===== src/sv/ldfd_pkg.sv =====
// Shared types, constants and the digit address table for the LED frame deframer.
package ldfd_pkg;

  localparam int unsigned NumPixels  = 208;
  localparam int unsigned PixCntW    = $clog2(NumPixels + 1);
  localparam int unsigned QueueDepth = 4;
  localparam int unsigned QueuePtrW  = $clog2(QueueDepth);
  localparam int unsigned NumDigits  = 7;
  localparam int unsigned StepW      = 3;
  localparam logic [15:0] Div10Recip = 16'hCCCD;
  localparam int unsigned Div10Shift = 19;
  localparam logic [7:0]  SyncReset  = 8'hFF;

  typedef enum logic [1:0] {
    KindPixel = 2'd0,
    KindDigit = 2'd1,
    KindFrame = 2'd2
  } kind_e;

  typedef struct packed {
    logic        is_score;
    logic [7:0]  pixel_index;
    logic [7:0]  red;
    logic [7:0]  green;
    logic [7:0]  blue;
    logic [15:0] score;
  } cmd_t;

  typedef struct packed {
    kind_e       kind;
    logic [7:0]  pixel_index;
    logic [7:0]  red;
    logic [7:0]  green;
    logic [7:0]  blue;
    logic [2:0]  digit_address;
    logic [3:0]  digit_value;
    logic [15:0] score_value;
    logic        last;
  } result_t;

  function automatic logic [2:0] digit_addr(input logic [StepW-1:0] step);
    logic [2:0] addr;
    unique case (step)
      3'd0:    addr = 3'd4;
      3'd1:    addr = 3'd5;
      3'd2:    addr = 3'd6;
      3'd3:    addr = 3'd1;
      3'd4:    addr = 3'd2;
      3'd5:    addr = 3'd3;
      default: addr = 3'd4;
    endcase
    return addr;
  endfunction

endpackage


===== src/sv/ldfd_fifo.sv =====
// Command queue between the frame parser and the result sequencer.
module ldfd_fifo
  import ldfd_pkg::*;
(
  input  logic clk_i,
  input  logic rst_ni,
  input  logic push_i,
  input  cmd_t push_cmd_i,
  input  logic pop_i,
  output cmd_t head_o,
  output logic empty_o,
  output logic full_o
);

  cmd_t                 mem_q [QueueDepth];
  logic [QueuePtrW-1:0] wr_ptr_q, rd_ptr_q;
  logic [QueuePtrW:0]   cnt_q, cnt_d;

  assign empty_o = (cnt_q == '0);
  assign full_o  = (cnt_q == (QueuePtrW+1)'(QueueDepth));
  assign head_o  = mem_q[rd_ptr_q];

  always_comb begin
    cnt_d = cnt_q;
    if (push_i && !pop_i) begin
      cnt_d = cnt_q + 1'b1;
    end else if (pop_i && !push_i) begin
      cnt_d = cnt_q - 1'b1;
    end
  end

  always_ff @(posedge clk_i or negedge rst_ni) begin
    if (!rst_ni) begin
      wr_ptr_q <= '0;
      rd_ptr_q <= '0;
      cnt_q    <= '0;
    end else begin
      if (push_i) begin
        wr_ptr_q <= wr_ptr_q + 1'b1;
      end
      if (pop_i) begin
        rd_ptr_q <= rd_ptr_q + 1'b1;
      end
      cnt_q <= cnt_d;
    end
  end

  always_ff @(posedge clk_i) begin
    if (push_i) begin
      mem_q[wr_ptr_q] <= push_cmd_i;
    end
  end

endmodule


===== src/sv/ldfd_front.sv =====
// Frame parser: sync search, color gathering and score assembly into queue commands.
module ldfd_front
  import ldfd_pkg::*;
(
  input  logic       clk_i,
  input  logic       rst_ni,
  input  logic       cfg_we_i,
  input  logic [7:0] cfg_wdata_i,
  input  logic       byte_valid_i,
  input  logic [7:0] byte_i,
  input  logic       queue_full_i,
  output logic       byte_ready_o,
  output logic       push_o,
  output cmd_t       push_cmd_o
);

  localparam logic [1:0] PhWait = 2'd0;
  localparam logic [1:0] PhPix  = 2'd1;
  localparam logic [1:0] PhShi  = 2'd2;
  localparam logic [1:0] PhSlo  = 2'd3;

  localparam logic [1:0] ChRed   = 2'd0;
  localparam logic [1:0] ChGreen = 2'd1;
  localparam logic [1:0] ChBlue  = 2'd2;

  logic [7:0]         sync_q;
  logic [1:0]         phase_q, phase_d;
  logic [1:0]         chan_q, chan_d;
  logic [PixCntW-1:0] count_q, count_d;
  logic [7:0]         red_q, red_d, green_q, green_d, high_q, high_d;
  logic               take;

  assign byte_ready_o = !queue_full_i;
  assign take         = byte_valid_i && !queue_full_i;

  always_comb begin
    phase_d    = phase_q;
    chan_d     = chan_q;
    count_d    = count_q;
    red_d      = red_q;
    green_d    = green_q;
    high_d     = high_q;
    push_o     = 1'b0;
    push_cmd_o = '0;
    if (take) begin
      unique case (phase_q)
        PhWait: begin
          if (byte_i == sync_q) begin
            phase_d = PhPix;
            chan_d  = ChRed;
            count_d = '0;
          end
        end
        PhPix: begin
          if (chan_q == ChRed) begin
            red_d  = byte_i;
            chan_d = ChGreen;
          end else if (chan_q == ChGreen) begin
            green_d = byte_i;
            chan_d  = ChBlue;
          end else begin
            push_o                 = 1'b1;
            push_cmd_o.pixel_index = 8'(count_q);
            push_cmd_o.red         = red_q;
            push_cmd_o.green       = green_q;
            push_cmd_o.blue        = byte_i;
            chan_d                 = ChRed;
            if (count_q == PixCntW'(NumPixels - 1)) begin
              count_d = '0;
              phase_d = PhShi;
            end else begin
              count_d = count_q + 1'b1;
            end
          end
        end
        PhShi: begin
          high_d  = byte_i;
          phase_d = PhSlo;
        end
        PhSlo: begin
          push_o              = 1'b1;
          push_cmd_o.is_score = 1'b1;
          push_cmd_o.score    = {high_q, byte_i};
          phase_d             = PhWait;
          count_d             = '0;
          chan_d              = ChRed;
        end
        default: phase_d = PhWait;
      endcase
    end
  end

  always_ff @(posedge clk_i or negedge rst_ni) begin
    if (!rst_ni) begin
      sync_q  <= SyncReset;
      phase_q <= PhWait;
      chan_q  <= ChRed;
      count_q <= '0;
      red_q   <= '0;
      green_q <= '0;
      high_q  <= '0;
    end else begin
      if (cfg_we_i) begin
        sync_q <= cfg_wdata_i;
      end
      phase_q <= phase_d;
      chan_q  <= chan_d;
      count_q <= count_d;
      red_q   <= red_d;
      green_q <= green_d;
      high_q  <= high_d;
    end
  end

endmodule


===== src/sv/ldfd_back.sv =====
// Result sequencer: pixel writes, digit writes by division by ten, frame complete.
module ldfd_back
  import ldfd_pkg::*;
(
  input  logic    clk_i,
  input  logic    rst_ni,
  input  logic    queue_empty_i,
  input  cmd_t    head_i,
  output logic    pop_o,
  output logic    out_valid_o,
  input  logic    out_ready_i,
  output result_t out_o
);

  logic             out_valid_q, out_valid_d;
  result_t          out_q, out_d;
  logic             busy_q, busy_d;
  logic [StepW-1:0] step_q, step_d;
  logic [15:0]      num_q, num_d, score_q, score_d;
  logic             load;
  logic [15:0]      div_src, quo, quo_x10;
  logic [31:0]      prod;
  logic [3:0]       rem;

  assign load    = !out_valid_q || out_ready_i;
  assign div_src = busy_q ? num_q : head_i.score;
  assign prod    = div_src * Div10Recip;
  assign quo     = 16'(prod >> Div10Shift);
  assign quo_x10 = (quo << 3) + (quo << 1);
  assign rem     = 4'(div_src - quo_x10);
  assign pop_o   = load && !busy_q && !queue_empty_i;

  always_comb begin
    out_valid_d = out_valid_q;
    out_d       = out_q;
    busy_d      = busy_q;
    step_d      = step_q;
    num_d       = num_q;
    score_d     = score_q;
    if (load) begin
      out_valid_d = busy_q || !queue_empty_i;
      out_d       = '0;
      if (busy_q) begin
        if (step_q == StepW'(NumDigits)) begin
          out_d.kind        = KindFrame;
          out_d.score_value = score_q;
          out_d.last        = 1'b1;
          busy_d            = 1'b0;
        end else begin
          out_d.kind          = KindDigit;
          out_d.digit_address = digit_addr(step_q);
          out_d.digit_value   = rem;
          num_d               = quo;
          step_d              = step_q + 1'b1;
        end
      end else if (!queue_empty_i) begin
        if (head_i.is_score) begin
          out_d.kind          = KindDigit;
          out_d.digit_address = digit_addr('0);
          out_d.digit_value   = rem;
          num_d               = quo;
          score_d             = head_i.score;
          step_d              = StepW'(1);
          busy_d              = 1'b1;
        end else begin
          out_d.kind        = KindPixel;
          out_d.pixel_index = head_i.pixel_index;
          out_d.red         = head_i.red;
          out_d.green       = head_i.green;
          out_d.blue        = head_i.blue;
          out_d.last        = 1'b1;
        end
      end
    end
  end

  always_ff @(posedge clk_i or negedge rst_ni) begin
    if (!rst_ni) begin
      out_valid_q <= 1'b0;
      busy_q      <= 1'b0;
      step_q      <= '0;
    end else begin
      out_valid_q <= out_valid_d;
      busy_q      <= busy_d;
      step_q      <= step_d;
    end
  end

  always_ff @(posedge clk_i) begin
    out_q   <= out_d;
    num_q   <= num_d;
    score_q <= score_d;
  end

  assign out_valid_o = out_valid_q;
  assign out_o       = out_q;

endmodule


===== src/sv/led_frame_deframer_with_score_digits.sv =====
// Top level of the LED frame deframer with score digit writes.
//
//   channel   dir  handshake                     payload
//   s_axis    in   s_axis_tvalid/s_axis_tready   tdata: rx_byte
//   m_axis    out  m_axis_tvalid/m_axis_tready   tdata, tuser: kind, tlast: last
//   cfg       in   cfg_we_i                      cfg_wdata_i: sync_value
//
// One byte per cycle enters while the 4-command queue has room.
// A pixel command leaves as one item; a score command leaves as eight items
// one after another, paced by the single divide-by-ten multiplier in the back.
// Reset: waiting for sync, sync value 0xFF, queue and output register empty.
// Either side may stall; the queue and output register decouple them.
module led_frame_deframer_with_score_digits
  import ldfd_pkg::*;
(
  input  logic        clk_i,
  input  logic        rst_ni,
  input  logic        cfg_we_i,
  input  logic [7:0]  cfg_wdata_i,
  input  logic        s_axis_tvalid,
  output logic        s_axis_tready,
  input  logic [7:0]  s_axis_tdata,  // [7:0] rx_byte
  output logic        m_axis_tvalid,
  input  logic        m_axis_tready,
  // [7:0] pixel_index, [15:8] red, [23:16] green, [31:24] blue,
  // [34:32] digit_address, [38:35] digit_value, [54:39] score_value, [55] zero
  output logic [55:0] m_axis_tdata,
  output logic [1:0]  m_axis_tuser,  // [1:0] kind
  output logic        m_axis_tlast
);

  logic    push, pop, q_empty, q_full;
  cmd_t    push_cmd, head;
  result_t res;

  ldfd_front u_front (
    .clk_i        (clk_i),
    .rst_ni       (rst_ni),
    .cfg_we_i     (cfg_we_i),
    .cfg_wdata_i  (cfg_wdata_i),
    .byte_valid_i (s_axis_tvalid),
    .byte_i       (s_axis_tdata),
    .queue_full_i (q_full),
    .byte_ready_o (s_axis_tready),
    .push_o       (push),
    .push_cmd_o   (push_cmd)
  );

  ldfd_fifo u_fifo (
    .clk_i      (clk_i),
    .rst_ni     (rst_ni),
    .push_i     (push),
    .push_cmd_i (push_cmd),
    .pop_i      (pop),
    .head_o     (head),
    .empty_o    (q_empty),
    .full_o     (q_full)
  );

  ldfd_back u_back (
    .clk_i         (clk_i),
    .rst_ni        (rst_ni),
    .queue_empty_i (q_empty),
    .head_i        (head),
    .pop_o         (pop),
    .out_valid_o   (m_axis_tvalid),
    .out_ready_i   (m_axis_tready),
    .out_o         (res)
  );

  assign m_axis_tdata = {1'b0, res.score_value, res.digit_value, res.digit_address,
                         res.blue, res.green, res.red, res.pixel_index};
  assign m_axis_tuser = res.kind;
  assign m_axis_tlast = res.last;

endmodule

===== config.mk =====
export PLATFORM = sky130hd
export DESIGN_NAME = led_frame_deframer_with_score_digits
export DESIGN_NICKNAME = d
export VERILOG_FILES = /design/src/sv/ldfd_pkg.sv /design/src/sv/ldfd_fifo.sv /design/src/sv/ldfd_front.sv /design/src/sv/ldfd_back.sv /design/src/sv/led_frame_deframer_with_score_digits.sv
export SDC_FILE = /design/constraint.sdc
export NUM_CORES = 1
export LEC_CHECK = 0
export BUFFER_PORTS_ARGS = -buffer_cell sky130_fd_sc_hd__buf_4
export CAP_MARGIN = 20
export CORE_ASPECT_RATIO = 0.75
export CORE_UTILIZATION = 35
export DETAILED_ROUTE_END_ITERATION = 8
export SLEW_MARGIN = 20
export SYNTH_ARGS = -nofsm -noshare
export SYNTH_HDL_FRONTEND = slang
export SYNTH_HIERARCHICAL = 1
export SYNTH_SLANG_ARGS = --single-unit
export TNS_END_PERCENT = 5

===== constraint.sdc =====
create_clock -name clk_i -period 8 [get_ports clk_i]
set_input_delay 1.2 -clock clk_i [delete_from_list [all_inputs] [get_ports clk_i]]
set_output_delay 1.2 -clock clk_i [all_outputs]
set_load 0.02 [all_outputs]

==> results.sh <==
export IMPL_netlist_instances=1189
export IMPL_max_stage_delay_ns=0.78
export IMPL_worst_slew_pin_transition_ns=1.03
export IMPL_rsz0062_at_grt="false"
export IMPL_synth_cell_types=60
export IMPL_required_ns=8.28
export IMPL_synth_async_sr_flop_share_pct=16.5
export IMPL_numCtsBuffers=36
export IMPL_ant_nets=0
export IMPL_finalClockSkew_ns=0.0383
export IMPL_ys_seq_elements=339
export IMPL_avgSynthCellArea_um2=15.1
export IMPL_cts_resized=0
export IMPL_wl_per_cell_um=19.9
export IMPL_first_pass_iters=4
export IMPL_r2r_start="u_fifo/rd_ptr_q[1]$_DFFE_PN0P_"
export IMPL_synth_area_um2=18000
export IMPL_holdCritStartpoint="u_fifo/cnt_q[2]$_DFFE_PN0P_"
export IMPL_critPathMaxFanout=24
export IMPL_critPathLaunchType="flip-flop"
export IMPL_finalCritPeriodShare_pct=93.5
export IMPL_fp_dieW_um=264
export IMPL_clk_pin_slew_ns=0.06
export IMPL_clock_path_buffers=3
export IMPL_drtIter0Drc=579
export IMPL_grt_pass1_wl_um=61300
export IMPL_hold_depth=1
export IMPL_outcome="complete, no violations"
export IMPL_rows=71
export IMPL_die_h_um=198
export IMPL_crit_start="u_fifo/rd_ptr_q[1]$_DFFE_PN0P_"
export IMPL_core_um2=50400
export IMPL_tritoncts="done"
export IMPL_drive_gt1_share_pct=19.7
export IMPL_hp_class="flip-flop to flip-flop"
export IMPL_grt_max_degree=57
export IMPL_min_period_ns=7.48
export IMPL_routed_via_count=9652
export IMPL_synthToLayoutAreaGrowth_pct=13.4
export IMPL_synth_net_count=1440
export IMPL_crit_type="flip-flop to flip-flop"
export IMPL_die_area_um2=52200
export IMPL_hold_buffers=0
export IMPL_start_util_pct=35.7
export IMPL_root_buffer="clkbuf_16"
export IMPL_clkLatencyLatePin_ns=0.54
export IMPL_antenna_cells=0
export IMPL_synth_edff_count=283
export IMPL_r2r_cells=21
export IMPL_globalplace_congestion=0.889
export IMPL_io_pins=82
export IMPL_crit_arrival_ns=7.76
export IMPL_max_slew_margin_pct=30.9
export IMPL_grt_total_usage_pct=15.5
export IMPL_drv_slew=0
export IMPL_yosysWarnings=6
export IMPL_cp_slowest_cell="dfrtp_2"
export IMPL_io_buffer_count=80
export IMPL_drc=0
export IMPL_crit_path_frequent_cell="fa_1"
export IMPL_cts_num_sinks=339
export IMPL_max_cap_violations=0
export IMPL_overflow=0
export IMPL_antenna_found_initial=0
export IMPL_h_tree_depth=2
export IMPL_synth_main_ff_cell="edfxtp_1"
export IMPL_fin_tns_setup_ns=0
export IMPL_via_per_inst=4.90
export IMPL_fillers=4531
export IMPL_wirelength_um=39300
export IMPL_dpl_hpwl_um=27600
export IMPL_cts_setup_buffers=0
export IMPL_finalSetupViolCount=0
export IMPL_endpoint_kind="flip-flop"
export IMPL_fmax_mhz=134
export IMPL_fin_nets=1537
export IMPL_grt_pass1_vias=10100
export IMPL_final_hold_violation_count=0
export IMPL_cp_cell_sequence="mux4_2 -> mux2i_1 -> inv_1 -> ha_1 -> fa_1 -> inv_1 -> fa_1 -> fa_1 -> inv_1 -> fa_1 -> fa_1 -> ha_1 -> o21ai_0 -> a22oi_1 -> nand3_1 -> o21ai_0 -> xnor2_1 -> ha_1 -> xor3_2 -> a21oi_1 -> nor3_2"
export IMPL_ys_seq_area_share_pct=55.2
routing by layer:
metal  global-route usage, %  share of wire [%]
met1                    23.9                 50
met2                    22.2                 43
met3                    3.54                5.8
met4                    2.90                1.2
met5                       0                  0
flip-flops by register name, summed over array words and instances (netlist names), 8 cells and up:
signal,cells
u_fifo/mem_q,196
u_back/out_o,58
u_front/sync_q,8
u_back/num_q,13
u_front/red_q,8
u_back/score_q,16
u_front/green_q,8
u_front/high_q,8
u_front/count_q,8
layout by cell type, fill, tap and decap left out, drive strengths merged, types with 2 or more instances in the layout:
master,synthesis,layout
nor2,25,25
xor2,24,24
mux2,40,40
o211ai,5,5
nand4b,2,2
a32oi,2,2
and3,37,37
mux4,49,49
and2,72,72
xnor2,11,11
nand3,6,6
clkbuf,18,53
o41ai,2,2
nand2b,4,4
o21a,2,2
nor2b,5,5
nand3b,4,4
inv,172,176
nor3,7,7
ha,149,149
nand2,27,27
nor4,4,4
clkinv,0,9
edfxtp,283,283
fa,81,81
or2,3,3
o21ai,19,19
a21o,9,9
a211oi,6,6
nand4,2,2
dfrtp,48,48
o31ai,10,10
buf,16,93
mux2i,9,9
dfstp,8,8
a21oi,16,16
synth_stat cells, drive strengths merged (5+ instances only):
| cell type | n | area [um^2] |
|---|---|---|
| inv | 172 | 646 |
| nor2 | 25 | 93.8 |
| a21oi | 16 | 83.8 |
| xor2 | 24 | 210 |
| nor2b | 5 | 31.3 |
| a21o | 9 | 67.6 |
| mux2i | 9 | 90.1 |
| and3 | 37 | 231 |
| mux2 | 40 | 450 |
| buf | 16 | 163 |
| xnor2 | 11 | 96.3 |
| fa | 81 | 1620 |
| ha | 149 | 1860 |
| dfstp | 8 | 210 |
| o21ai | 19 | 103 |
| dfrtp | 48 | 1200 |
| nor3 | 7 | 40.0 |
| nand2 | 27 | 101 |
| nand3 | 6 | 30.0 |
| o31ai | 10 | 80.1 |
| mux4 | 49 | 1110 |
| clkbuf | 18 | 67.6 |
| and2 | 72 | 450 |
| edfxtp | 283 | 8500 |
| o211ai | 5 | 37.5 |
| a211oi | 6 | 55.1 |
critical path, delay by kind of cell (launching register included):
family,cells,cell delay (ns)
fa+ha+maj,8,3.67
compound gates,4,0.80
simple gates,2,0.22
flops,1,0.78
mux,2,0.79
buf+inv,3,0.34
xor+xnor,2,0.59
metrics by stage:
stage	cell area (um^2)	utilization, %	instances	worst slack, ns	hold slack [ns]
3_3_place_gp	19300	38.3	1905	0.613	0.480
4_1_cts	20400	40.5	1971	0.522	0.496
3_5_place_dp	19300	38.3	1905	0.556	0.487
6_report	20400	40.5	1971	0.517	0.495
2_1_floorplan	18000	-	1189	1.35	0.456
5_1_grt	20400	40.5	1971	0.0263	0.514
path summary, 6_finish.rpt:
path	endpoint	slack (ns)
max	u_back/out_o[20]$_DFFE_PN_	0.52
max reg2reg	u_back/out_o[20]$_DFFE_PN_	0.52
min in group asynchronous	u_fifo/cnt_q[0]$_DFFE_PN0P_	0.73
min reg2reg	u_fifo/cnt_q[2]$_DFFE_PN0P_	0.49
min	u_fifo/cnt_q[2]$_DFFE_PN0P_	0.49
max in group asynchronous	u_fifo/rd_ptr_q[0]$_DFFE_PN0P_	6.70
cell families after synthesis:
kind of cell,share of synthesized area [%]
xor+xnor,1.85
buf+inv,4.88
fa+ha+maj,19.4
compound gates,3.23
simple gates,6.28
mux,9.17
other cells,0.0209
flops,55.2
layout make-up:
cell class	instances	area [um^2]	area share (%)
repair buffers	93	698	3.43
flip-flops and latches	339	9910	48.7
clock inverters	13	76.3	0.375
well taps	657	822	4.03
multi-input cells	644	7190	35.3
inverters	172	646	3.17
clock buffers	53	1030	5.03
Power is left out: the tool's default activity adds up to more than one toggle a clock period on the data nets, which glitch-free logic cannot reach.
